File: src/rtl/core/scm_pkg.sv
// ----------------------------------------------------------------------------
// scm_pkg
// Shared widths and types for the speaker channel mixer core.
// ----------------------------------------------------------------------------
package scm_pkg;

    localparam int SAMPLE_W = 16;
    // Pre-scaled unity/half/quarter sum: 4 * (dst + src) or a down-mix sum.
    localparam int A_W      = 20;
    // Sum of up to two samples that is scaled by sqrt(1/2).
    localparam int K_W      = 17;
    localparam int PROD_W   = 34;
    localparam int ACC_W    = 36;
    localparam int NUM_CH   = 6;

    // sqrt(1/2) as unsigned Q0.16.
    localparam logic [15:0] SQRT_HALF_Q16 = 16'd46341;

    typedef logic signed [SAMPLE_W-1:0] sample_t;
    typedef logic signed [A_W-1:0]      acc_a_t;
    typedef logic signed [K_W-1:0]      acc_k_t;

    // Load enables for the multiply and round stages of every lane.
    typedef struct packed {
        logic ld_mul;
        logic ld_rnd;
    } lane_ctl_t;

endpackage

File: src/rtl/core/scm_lane.sv
// ----------------------------------------------------------------------------
// scm_lane
// One output channel: multiplies the sqrt(1/2) term, then adds, rounds to
// Q1.15 and saturates. Two register stages.
// ----------------------------------------------------------------------------
module scm_lane (
    input  logic               aclk,
    input  scm_pkg::lane_ctl_t ctl,
    input  scm_pkg::acc_a_t    a_in,
    input  scm_pkg::acc_k_t    k_in,
    output scm_pkg::sample_t   y_out
);
    import scm_pkg::*;

    acc_a_t                    a_reg;
    logic signed [PROD_W-1:0]  prod_reg;
    logic signed [PROD_W-1:0]  prod_next;
    sample_t                   y_reg;
    sample_t                   y_next;
    logic signed [ACC_W-1:0]   acc;
    logic signed [ACC_W-17:0]  shifted;

    assign prod_next = PROD_W'(k_in * $signed({1'b0, SQRT_HALF_Q16}));

    always_ff @(posedge aclk) begin
        if (ctl.ld_mul) begin
            a_reg    <= a_in;
            prod_reg <= prod_next;
        end
    end

    // The sum is scaled by 2^16; adding one half and dropping 16 bits rounds
    // to nearest with ties toward plus infinity.
    always_comb begin
        acc = {{(ACC_W-A_W-14){a_reg[A_W-1]}}, a_reg, 14'd0}
            + {{(ACC_W-PROD_W){prod_reg[PROD_W-1]}}, prod_reg}
            + ACC_W'(32768);
        shifted = acc[ACC_W-1:16];
        if (shifted > $signed(20'sd32767)) begin
            y_next = 16'sh7fff;
        end else if (shifted < -$signed(20'sd32768)) begin
            y_next = 16'sh8000;
        end else begin
            y_next = shifted[SAMPLE_W-1:0];
        end
    end

    always_ff @(posedge aclk) begin
        if (ctl.ld_rnd) begin
            y_reg <= y_next;
        end
    end

    assign y_out = y_reg;

endmodule

File: src/rtl/core/speaker_channel_mixer_core.sv
// ----------------------------------------------------------------------------
// speaker_channel_mixer_core
// Mixes a source frame of up to six Q1.15 channels into a destination frame,
// with speaker up/down-mix rules chosen by the configured channel counts.
// ----------------------------------------------------------------------------
//  channel | handshake          | payload
//  s_      | s_valid / s_ready  | s_src_s0..s_src_s5, s_dst_s0..s_dst_s5
//  m_      | m_valid / m_ready  | m_out_s0..m_out_s5
//  cfg_    | cfg_we (no wait)   | cfg_idx, cfg_wdata
//
// A word passes three register stages: route and pre-add, the sqrt(1/2)
// multiply, then round and saturate. m_valid rises when the word is in the
// round and saturate register. One word per cycle is sustained while m_ready
// is high. Each stage holds its word while the stage after it is
// full and stalled, so s_ready drops only when all three stages are full and
// m_ready is low. Reset clears the stage valid bits and loads the default
// configuration.
// ----------------------------------------------------------------------------
module speaker_channel_mixer_core (
    input  logic             aclk,
    input  logic             aresetn,
    input  logic             cfg_we,
    input  logic [1:0]       cfg_idx,
    input  logic [2:0]       cfg_wdata,
    input  logic             s_valid,
    output logic             s_ready,
    input  scm_pkg::sample_t s_src_s0,
    input  scm_pkg::sample_t s_src_s1,
    input  scm_pkg::sample_t s_src_s2,
    input  scm_pkg::sample_t s_src_s3,
    input  scm_pkg::sample_t s_src_s4,
    input  scm_pkg::sample_t s_src_s5,
    input  scm_pkg::sample_t s_dst_s0,
    input  scm_pkg::sample_t s_dst_s1,
    input  scm_pkg::sample_t s_dst_s2,
    input  scm_pkg::sample_t s_dst_s3,
    input  scm_pkg::sample_t s_dst_s4,
    input  scm_pkg::sample_t s_dst_s5,
    output logic             m_valid,
    input  logic             m_ready,
    output scm_pkg::sample_t m_out_s0,
    output scm_pkg::sample_t m_out_s1,
    output scm_pkg::sample_t m_out_s2,
    output scm_pkg::sample_t m_out_s3,
    output scm_pkg::sample_t m_out_s4,
    output scm_pkg::sample_t m_out_s5
);
    import scm_pkg::*;

    localparam logic [1:0] REG_SRC_CH = 2'd0;
    localparam logic [1:0] REG_DST_CH = 2'd1;
    localparam logic [1:0] REG_COPY   = 2'd2;

    localparam logic [3:0] MODE_UP_1_24  = 4'd0;
    localparam logic [3:0] MODE_UP_1_6   = 4'd1;
    localparam logic [3:0] MODE_UP_2_46  = 4'd2;
    localparam logic [3:0] MODE_UP_4_6   = 4'd3;
    localparam logic [3:0] MODE_DN_2_1   = 4'd4;
    localparam logic [3:0] MODE_DN_4_1   = 4'd5;
    localparam logic [3:0] MODE_DN_6_2   = 4'd6;
    localparam logic [3:0] MODE_DN_6_4   = 4'd7;
    localparam logic [3:0] MODE_DIRECT   = 4'd8;

    logic [2:0] src_ch_reg;
    logic [2:0] dst_ch_reg;
    logic       copy_reg;

    always_ff @(posedge aclk) begin
        if (!aresetn) begin
            src_ch_reg <= 3'd2;
            dst_ch_reg <= 3'd2;
            copy_reg   <= 1'b0;
        end else if (cfg_we) begin
            unique case (cfg_idx)
                REG_SRC_CH: src_ch_reg <= cfg_wdata;
                REG_DST_CH: dst_ch_reg <= cfg_wdata;
                REG_COPY:   copy_reg   <= cfg_wdata[0];
                default:    ;
            endcase
        end
    end

    // Counts of zero and seven are taken as one and six.
    logic [2:0] ns;
    logic [2:0] nd;
    logic [2:0] nmin;
    logic [3:0] mode;

    always_comb begin
        ns   = (src_ch_reg == 3'd0) ? 3'd1 : ((src_ch_reg == 3'd7) ? 3'd6 : src_ch_reg);
        nd   = (dst_ch_reg == 3'd0) ? 3'd1 : ((dst_ch_reg == 3'd7) ? 3'd6 : dst_ch_reg);
        nmin = (ns < nd) ? ns : nd;
        priority if (ns == 3'd1 && (nd == 3'd2 || nd == 3'd4)) begin
            mode = MODE_UP_1_24;
        end else if (ns == 3'd1 && nd == 3'd6) begin
            mode = MODE_UP_1_6;
        end else if (ns == 3'd2 && (nd == 3'd4 || nd == 3'd6)) begin
            mode = MODE_UP_2_46;
        end else if (ns == 3'd4 && nd == 3'd6) begin
            mode = MODE_UP_4_6;
        end else if (ns == 3'd2 && nd == 3'd1) begin
            mode = MODE_DN_2_1;
        end else if (ns == 3'd4 && nd == 3'd1) begin
            mode = MODE_DN_4_1;
        end else if (ns == 3'd6 && nd == 3'd2) begin
            mode = MODE_DN_6_2;
        end else if (ns == 3'd6 && nd == 3'd4) begin
            mode = MODE_DN_6_4;
        end else begin
            mode = MODE_DIRECT;
        end
    end

    // Handshake: a stage takes a new word when it is empty or its word moves on.
    logic v1_reg, v2_reg, v3_reg;
    logic rdy1, rdy2, rdy3;
    lane_ctl_t lane_ctl;

    assign rdy3    = !v3_reg || m_ready;
    assign rdy2    = !v2_reg || rdy3;
    assign rdy1    = !v1_reg || rdy2;
    assign s_ready = rdy1;
    assign m_valid = v3_reg;

    assign lane_ctl.ld_mul = v1_reg && rdy2;
    assign lane_ctl.ld_rnd = v2_reg && rdy3;

    always_ff @(posedge aclk) begin
        if (!aresetn) begin
            v1_reg <= 1'b0;
            v2_reg <= 1'b0;
            v3_reg <= 1'b0;
        end else begin
            if (rdy1) begin
                v1_reg <= s_valid;
            end
            if (rdy2) begin
                v2_reg <= v1_reg;
            end
            if (rdy3) begin
                v3_reg <= v2_reg;
            end
        end
    end

    // Stage 1: routing and pre-adds.
    sample_t          src_w [NUM_CH];
    sample_t          dst_w [NUM_CH];
    sample_t          p_sel [NUM_CH];
    acc_k_t           k_next[NUM_CH];
    acc_a_t           a_next[NUM_CH];
    acc_a_t           a1_reg[NUM_CH];
    acc_k_t           k1_reg[NUM_CH];
    logic signed [17:0] extra0;
    sample_t          d_use;
    logic signed [16:0] dp_sum;

    assign src_w[0] = s_src_s0;
    assign src_w[1] = s_src_s1;
    assign src_w[2] = s_src_s2;
    assign src_w[3] = s_src_s3;
    assign src_w[4] = s_src_s4;
    assign src_w[5] = s_src_s5;
    assign dst_w[0] = s_dst_s0;
    assign dst_w[1] = s_dst_s1;
    assign dst_w[2] = s_dst_s2;
    assign dst_w[3] = s_dst_s3;
    assign dst_w[4] = s_dst_s4;
    assign dst_w[5] = s_dst_s5;

    always_comb begin
        for (int i = 0; i < NUM_CH; i++) begin
            p_sel[i]  = '0;
            k_next[i] = '0;
        end
        extra0 = '0;
        unique case (mode)
            MODE_UP_1_24: begin
                p_sel[0] = src_w[0];
                p_sel[1] = src_w[0];
            end
            MODE_UP_1_6: begin
                p_sel[2] = src_w[0];
            end
            MODE_UP_2_46: begin
                p_sel[0] = src_w[0];
                p_sel[1] = src_w[1];
            end
            MODE_UP_4_6: begin
                p_sel[0] = src_w[0];
                p_sel[1] = src_w[1];
                p_sel[4] = src_w[2];
                p_sel[5] = src_w[3];
            end
            MODE_DN_2_1: begin
                // 0.5 * (L + R) at the 4x pre-scale is 2 * (L + R).
                extra0 = {{src_w[0][15], src_w[0]} + {src_w[1][15], src_w[1]}, 1'b0};
            end
            MODE_DN_4_1: begin
                extra0 = {{2{src_w[0][15]}}, src_w[0]} + {{2{src_w[1][15]}}, src_w[1]}
                       + {{2{src_w[2][15]}}, src_w[2]} + {{2{src_w[3][15]}}, src_w[3]};
            end
            MODE_DN_6_2: begin
                p_sel[0]  = src_w[0];
                p_sel[1]  = src_w[1];
                k_next[0] = {src_w[2][15], src_w[2]} + {src_w[4][15], src_w[4]};
                k_next[1] = {src_w[2][15], src_w[2]} + {src_w[5][15], src_w[5]};
            end
            MODE_DN_6_4: begin
                p_sel[0]  = src_w[0];
                p_sel[1]  = src_w[1];
                p_sel[2]  = src_w[4];
                p_sel[3]  = src_w[5];
                k_next[0] = {src_w[2][15], src_w[2]};
                k_next[1] = {src_w[2][15], src_w[2]};
            end
            MODE_DIRECT: begin
                for (int i = 0; i < NUM_CH; i++) begin
                    if (3'(i) < nmin) begin
                        p_sel[i] = src_w[i];
                    end
                end
            end
            default: ;
        endcase
        for (int i = 0; i < NUM_CH; i++) begin
            d_use     = (3'(i) < nd && !copy_reg) ? dst_w[i] : '0;
            dp_sum    = {d_use[15], d_use} + {p_sel[i][15], p_sel[i]};
            a_next[i] = {{(A_W-19){dp_sum[16]}}, dp_sum, 2'b00};
            if (i == 0) begin
                a_next[i] = a_next[i] + {{(A_W-18){extra0[17]}}, extra0};
            end
            // Channels past the destination count come out as zero.
            if (3'(i) >= nd) begin
                a_next[i] = '0;
                k_next[i] = '0;
            end
        end
    end

    always_ff @(posedge aclk) begin
        if (s_valid && rdy1) begin
            for (int i = 0; i < NUM_CH; i++) begin
                a1_reg[i] <= a_next[i];
                k1_reg[i] <= k_next[i];
            end
        end
    end

    sample_t y_w[NUM_CH];

    for (genvar g = 0; g < NUM_CH; g++) begin : g_lane
        scm_lane u_lane (
            .aclk  (aclk),
            .ctl   (lane_ctl),
            .a_in  (a1_reg[g]),
            .k_in  (k1_reg[g]),
            .y_out (y_w[g])
        );
    end

    assign m_out_s0 = y_w[0];
    assign m_out_s1 = y_w[1];
    assign m_out_s2 = y_w[2];
    assign m_out_s3 = y_w[3];
    assign m_out_s4 = y_w[4];
    assign m_out_s5 = y_w[5];

`ifndef ASSERT_OFF
    a_full_stall: assert property (@(posedge aclk) disable iff (!aresetn)
        (v1_reg && v2_reg && v3_reg && !m_ready) |-> !s_ready)
        else $error("input taken while the pipeline is full and stalled");

    a_mid_hold: assert property (@(posedge aclk) disable iff (!aresetn)
        (v2_reg && v3_reg && !m_ready) |=> v2_reg)
        else $error("middle-stage word lost during a stall");

    a_advance: assert property (@(posedge aclk) disable iff (!aresetn)
        (v1_reg && rdy2) |=> v2_reg)
        else $error("word leaving stage one did not reach stage two");

    a_reset_empty: assert property (@(posedge aclk)
        !aresetn |=> (!m_valid && !v1_reg && !v2_reg))
        else $error("pipeline not empty after reset");
`endif

endmodule
File: config.mk
export PLATFORM = sky130hd
export DESIGN_NAME = speaker_channel_mixer_core
export DESIGN_NICKNAME = d
export VERILOG_FILES = /design/src/rtl/core/scm_pkg.sv /design/src/rtl/core/scm_lane.sv /design/src/rtl/core/speaker_channel_mixer_core.sv
export SDC_FILE = /design/constraint.sdc
export NUM_CORES = 2
export LEC_CHECK = 0
export ABC_AREA = 1
export ABC_CLOCK_PERIOD_IN_PS = 5300
export BUFFER_PORTS_ARGS = -buffer_cell sky130_fd_sc_hd__buf_2
export CAP_MARGIN = 20
export CORE_UTILIZATION = 56
export CTS_CLUSTER_DIAMETER = 200
export DETAILED_ROUTE_END_ITERATION = 8
export PLACE_DENSITY = 0.75
export SYNTH_ARGS = -nofsm -noshare
export SYNTH_HDL_FRONTEND = slang
export SYNTH_SLANG_ARGS = --single-unit
File: constraint.sdc
create_clock -name aclk -period 5.3 [get_ports aclk]
set_input_delay 0.265 -clock aclk [delete_from_list [all_inputs] [get_ports aclk]]
set_output_delay 0.265 -clock aclk [all_outputs]
set_load 0.01 [all_outputs]
==> key figures <==
Layout
  – Layout cells sized above 1: 13.54%
  – Fin cells: 5667
  – Final core utilization: 64.23%
  – Layout area overhead: 13.71%
  – Final #Nets: 5661

Synthesis
  – Async SR Flop Fraction: 0%
  – Post-synth EDFFs: 379
  – Synthesized area: 37140 µm²
  – Syn_nets: 5255
  – Yosys synthesis warning count: 0
  – Synth Instances: 4352
  – Synth Flop Type: edfxtp_1
  – Syn_area_per_cell: 8.533 µm²
  – Synth unique cells: 61
  – Synthesized flop and latch total: 389
  – Seq/Total Area, Yosys: 31.18%

Setup path
  – WS Path Type: flip-flop to flip-flop
  – Crit-path max FO: 5
  – CP Launch Type: flip-flop
  – Critical Path End Type: flip-flop
  – Crit path DAT: 5.54 ns
  – CP required: 5.67 ns

Pwr
  – Leakage: 21.17 nW
  – Switching share of total power: 45.64%
  – VDD IR max: 0.3727 mV
  – Pwr Total: 19.44 mW
  – Int Power: 10.57 mW
  – Sw Pwr: 8.874 mW
  – Seq pwr share: 22.5%
  – Clock share of power: 15.8%
  – Cell Pwr Density: 460.5 nW/µm²
  – Comb power frac: 61.7%

Global routing
  – Pin count of the biggest net entering global routing: 97
  – Gr ovfl total: 0
  – Total GRT Usage: 30.48%
  – Vias in the first global route: 29640
  – Initial antenna violation count: 12
  – First-pass GRT wire length: 158500 µm

CTS
  – TritonCTS buffer count: 44
  – # clock sinks: 389
  – Clk Latency, worst-skew pair: 0.62 ns
  – Clock transition at path regs: 0.07 ns
  – CTS H-Tree Depth: 2
  – CTS root buffer: clkbuf_16
  – Clock buffer depth: 3
  – CTS tree: built

Place
  – HPWL Detailed: 86610 µm
  – Placer congestion estimate: 0.9846
  – Dpl ws: -0.03559 ns
  – IO buf count: 299
  – Placed cells: 5545

STA
  – Setup WS post-layout: 0.1254 ns
  – Fin. Hold Viols: 0
  – Final Cycle Share: 97.63%
  – Max-slew violations: 0
  – Fmax: 193.3 MHz
  – Fin Hold WS: 0.04429 ns
  – Slew @ Worst Pin: 1.042 ns
  – Slew margin rel.: 30.53%
  – Clk_skew: 0.04385 ns
  – Final setup violating endpoints: 0
  – Min Tclk post-route: 5.175 ns

Drt
  – Top routing layer used: met5
  – WL per Instance: 18.50 µm
  – Met2 wire length: 50080 µm
  – M1 WL: 43990 µm
  – Met3 Wirelength: 7054 µm
  – Via count: 31210
  – 1st-iter DRT viols: 2464
  – Via density: 5.507
  – Post-detailed-route count of antenna-violating nets: 0
  – DRC errors left: 0
  – DRT Pass-1 Iters: 6
  – Final wirelength: 104800 µm

Floorplanning
  – Cell Rows: 94
  – DIE AREA: 67350 µm²
  – Core Area: 65750 µm²
  – Initial Util: 56.49%
  – Width of the die: 259.5 µm
  – Io pins: 300
  – Die H: 259.5 µm

Job
  – Max-cap violations: 0

Worst hold path
  – Hold Path Class: input pin to flip-flop

Run status
  – Run status: complete, no violations
## power groups by stage
stage          clock network [mW]  registers, mW  logic [mW]
6_report                     3.07           4.38        12.0
5_1_grt                      3.20           4.41        13.4
3_5_place_dp                    0           4.44        10.9
2_1_floorplan                   0           4.42        8.12
4_1_cts                      3.11           4.38        11.1
3_3_place_gp                    0           4.43        10.7
## worst max-delay path, cell delays in order, from the launching register on
cell      delay [ns]
edfxtp_1        0.52
ha_1            0.36
inv_1           0.06
fa_1            0.49
inv_1           0.04
ha_1            0.30
fa_1            0.51
fa_1            0.53
fa_1            0.61
ha_4            0.24
a21oi_1         0.21
o21ai_0         0.11
a21oi_1         0.13
nand2_1         0.13
nand3_1         0.10
nand3_1         0.12
nand2_1         0.09
nand2_1         0.10
nand3_1         0.08
nand2_1         0.06
xor2_1          0.14
## final timing paths
path                              startpoint                       endpoint  slack (ns)  cells past startpoint
worst max-delay path            k1_reg[1][7]  g_lane[1].u_lane.prod_reg[30]        0.13                     20
worst min-delay path                 s_valid                         v1_reg        0.04                      3
worst max register to register  k1_reg[1][7]  g_lane[1].u_lane.prod_reg[30]        0.13                     20
worst min register to register  a1_reg[1][8]      g_lane[1].u_lane.a_reg[8]        0.40                      0
## layer usage
layer / up-vias / global-route usage [%]
met2: 1087 / 51.21
met4: 4 / 9.951
met5: - / 0
met1: 14640 / 40.72
li1: 15250 / -
met3: 234 / 3.905
## final cells by class
cell class / count / area (µm²)
diodes: 10 / 25.02
clock buffers: 51 / 1127
clock inverters: 30 / 307.8
fillers: 5539 / 23520
inverters: 849 / 3197
multi-input cells: 3054 / 22470
flip-flops and latches: 389 / 11580
well taps: 864 / 1081
repair buffers: 420 / 2432
## cells by family (layout without fill, tap and decap cells)
family          Yosys count  in the layout  synth area share (%)
simple gates           1435           1435                 16.46
other cells               0             10                     0
buf+inv                 909           1350                 9.366
fa+ha+maj               701            701                 27.96
flops                   389            389                 31.18
xor+xnor                130            130                 3.066
compound gates          788            788                 11.96
## stage by stage
| stage | TNS (ns) | instance area [µm²] |
|---|---|---|
| after floorplan | 0 | 37140 |
| after global placement | 0 | 40130 |
| after detailed placement | -0.09557 | 40130 |
| after CTS | 0 | 41670 |
| after global routing | -0.1135 | 42220 |
| final | 0 | 42230 |
## what timing repair did
| item | in CTS | in global routing |
|---|---|---|
| endpoints found under the setup margin | 5 | 27 |
| hold buffers | 6 | 0 |
| hold endpoints to repair | 7 | 0 |
| buffers inserted | 1 | 24 |
| resized for setup | 6 | 69 |
| pin swaps | 2 | 24 |
## synthesized netlist by cell type, types with 21 or more instances
library cell  instances  area, µm²
xor2_1               86      753.2
xnor2_1              44      385.4
nand2_1             784       2943
nand4_1              28      175.2
inv_1               836       3138
edfxtp_1            379      11380
clkbuf_1             42      157.7
o22ai_1              69      431.7
nand2_2              39      244.0
nand3_1             148      740.7
nor3_1               59      295.3
o21ai_0             250       1251
o221ai_1             21      183.9
a21oi_1             318       1592
nor2_1              304       1141
ha_1                486       6081
fa_1                215       4304
## placed cells by master (no fill, tap or decap), drive strengths merged, types with 69 or more instances in the layout
cell      n
inv     852
nand2   825
buf     414
o22ai    69
edfxtp  379
nor2    327
nand3   159
xor2     86
ha      486
fa      215
a21oi   321
o21ai   254
Power figures use the tool's default switching activity.
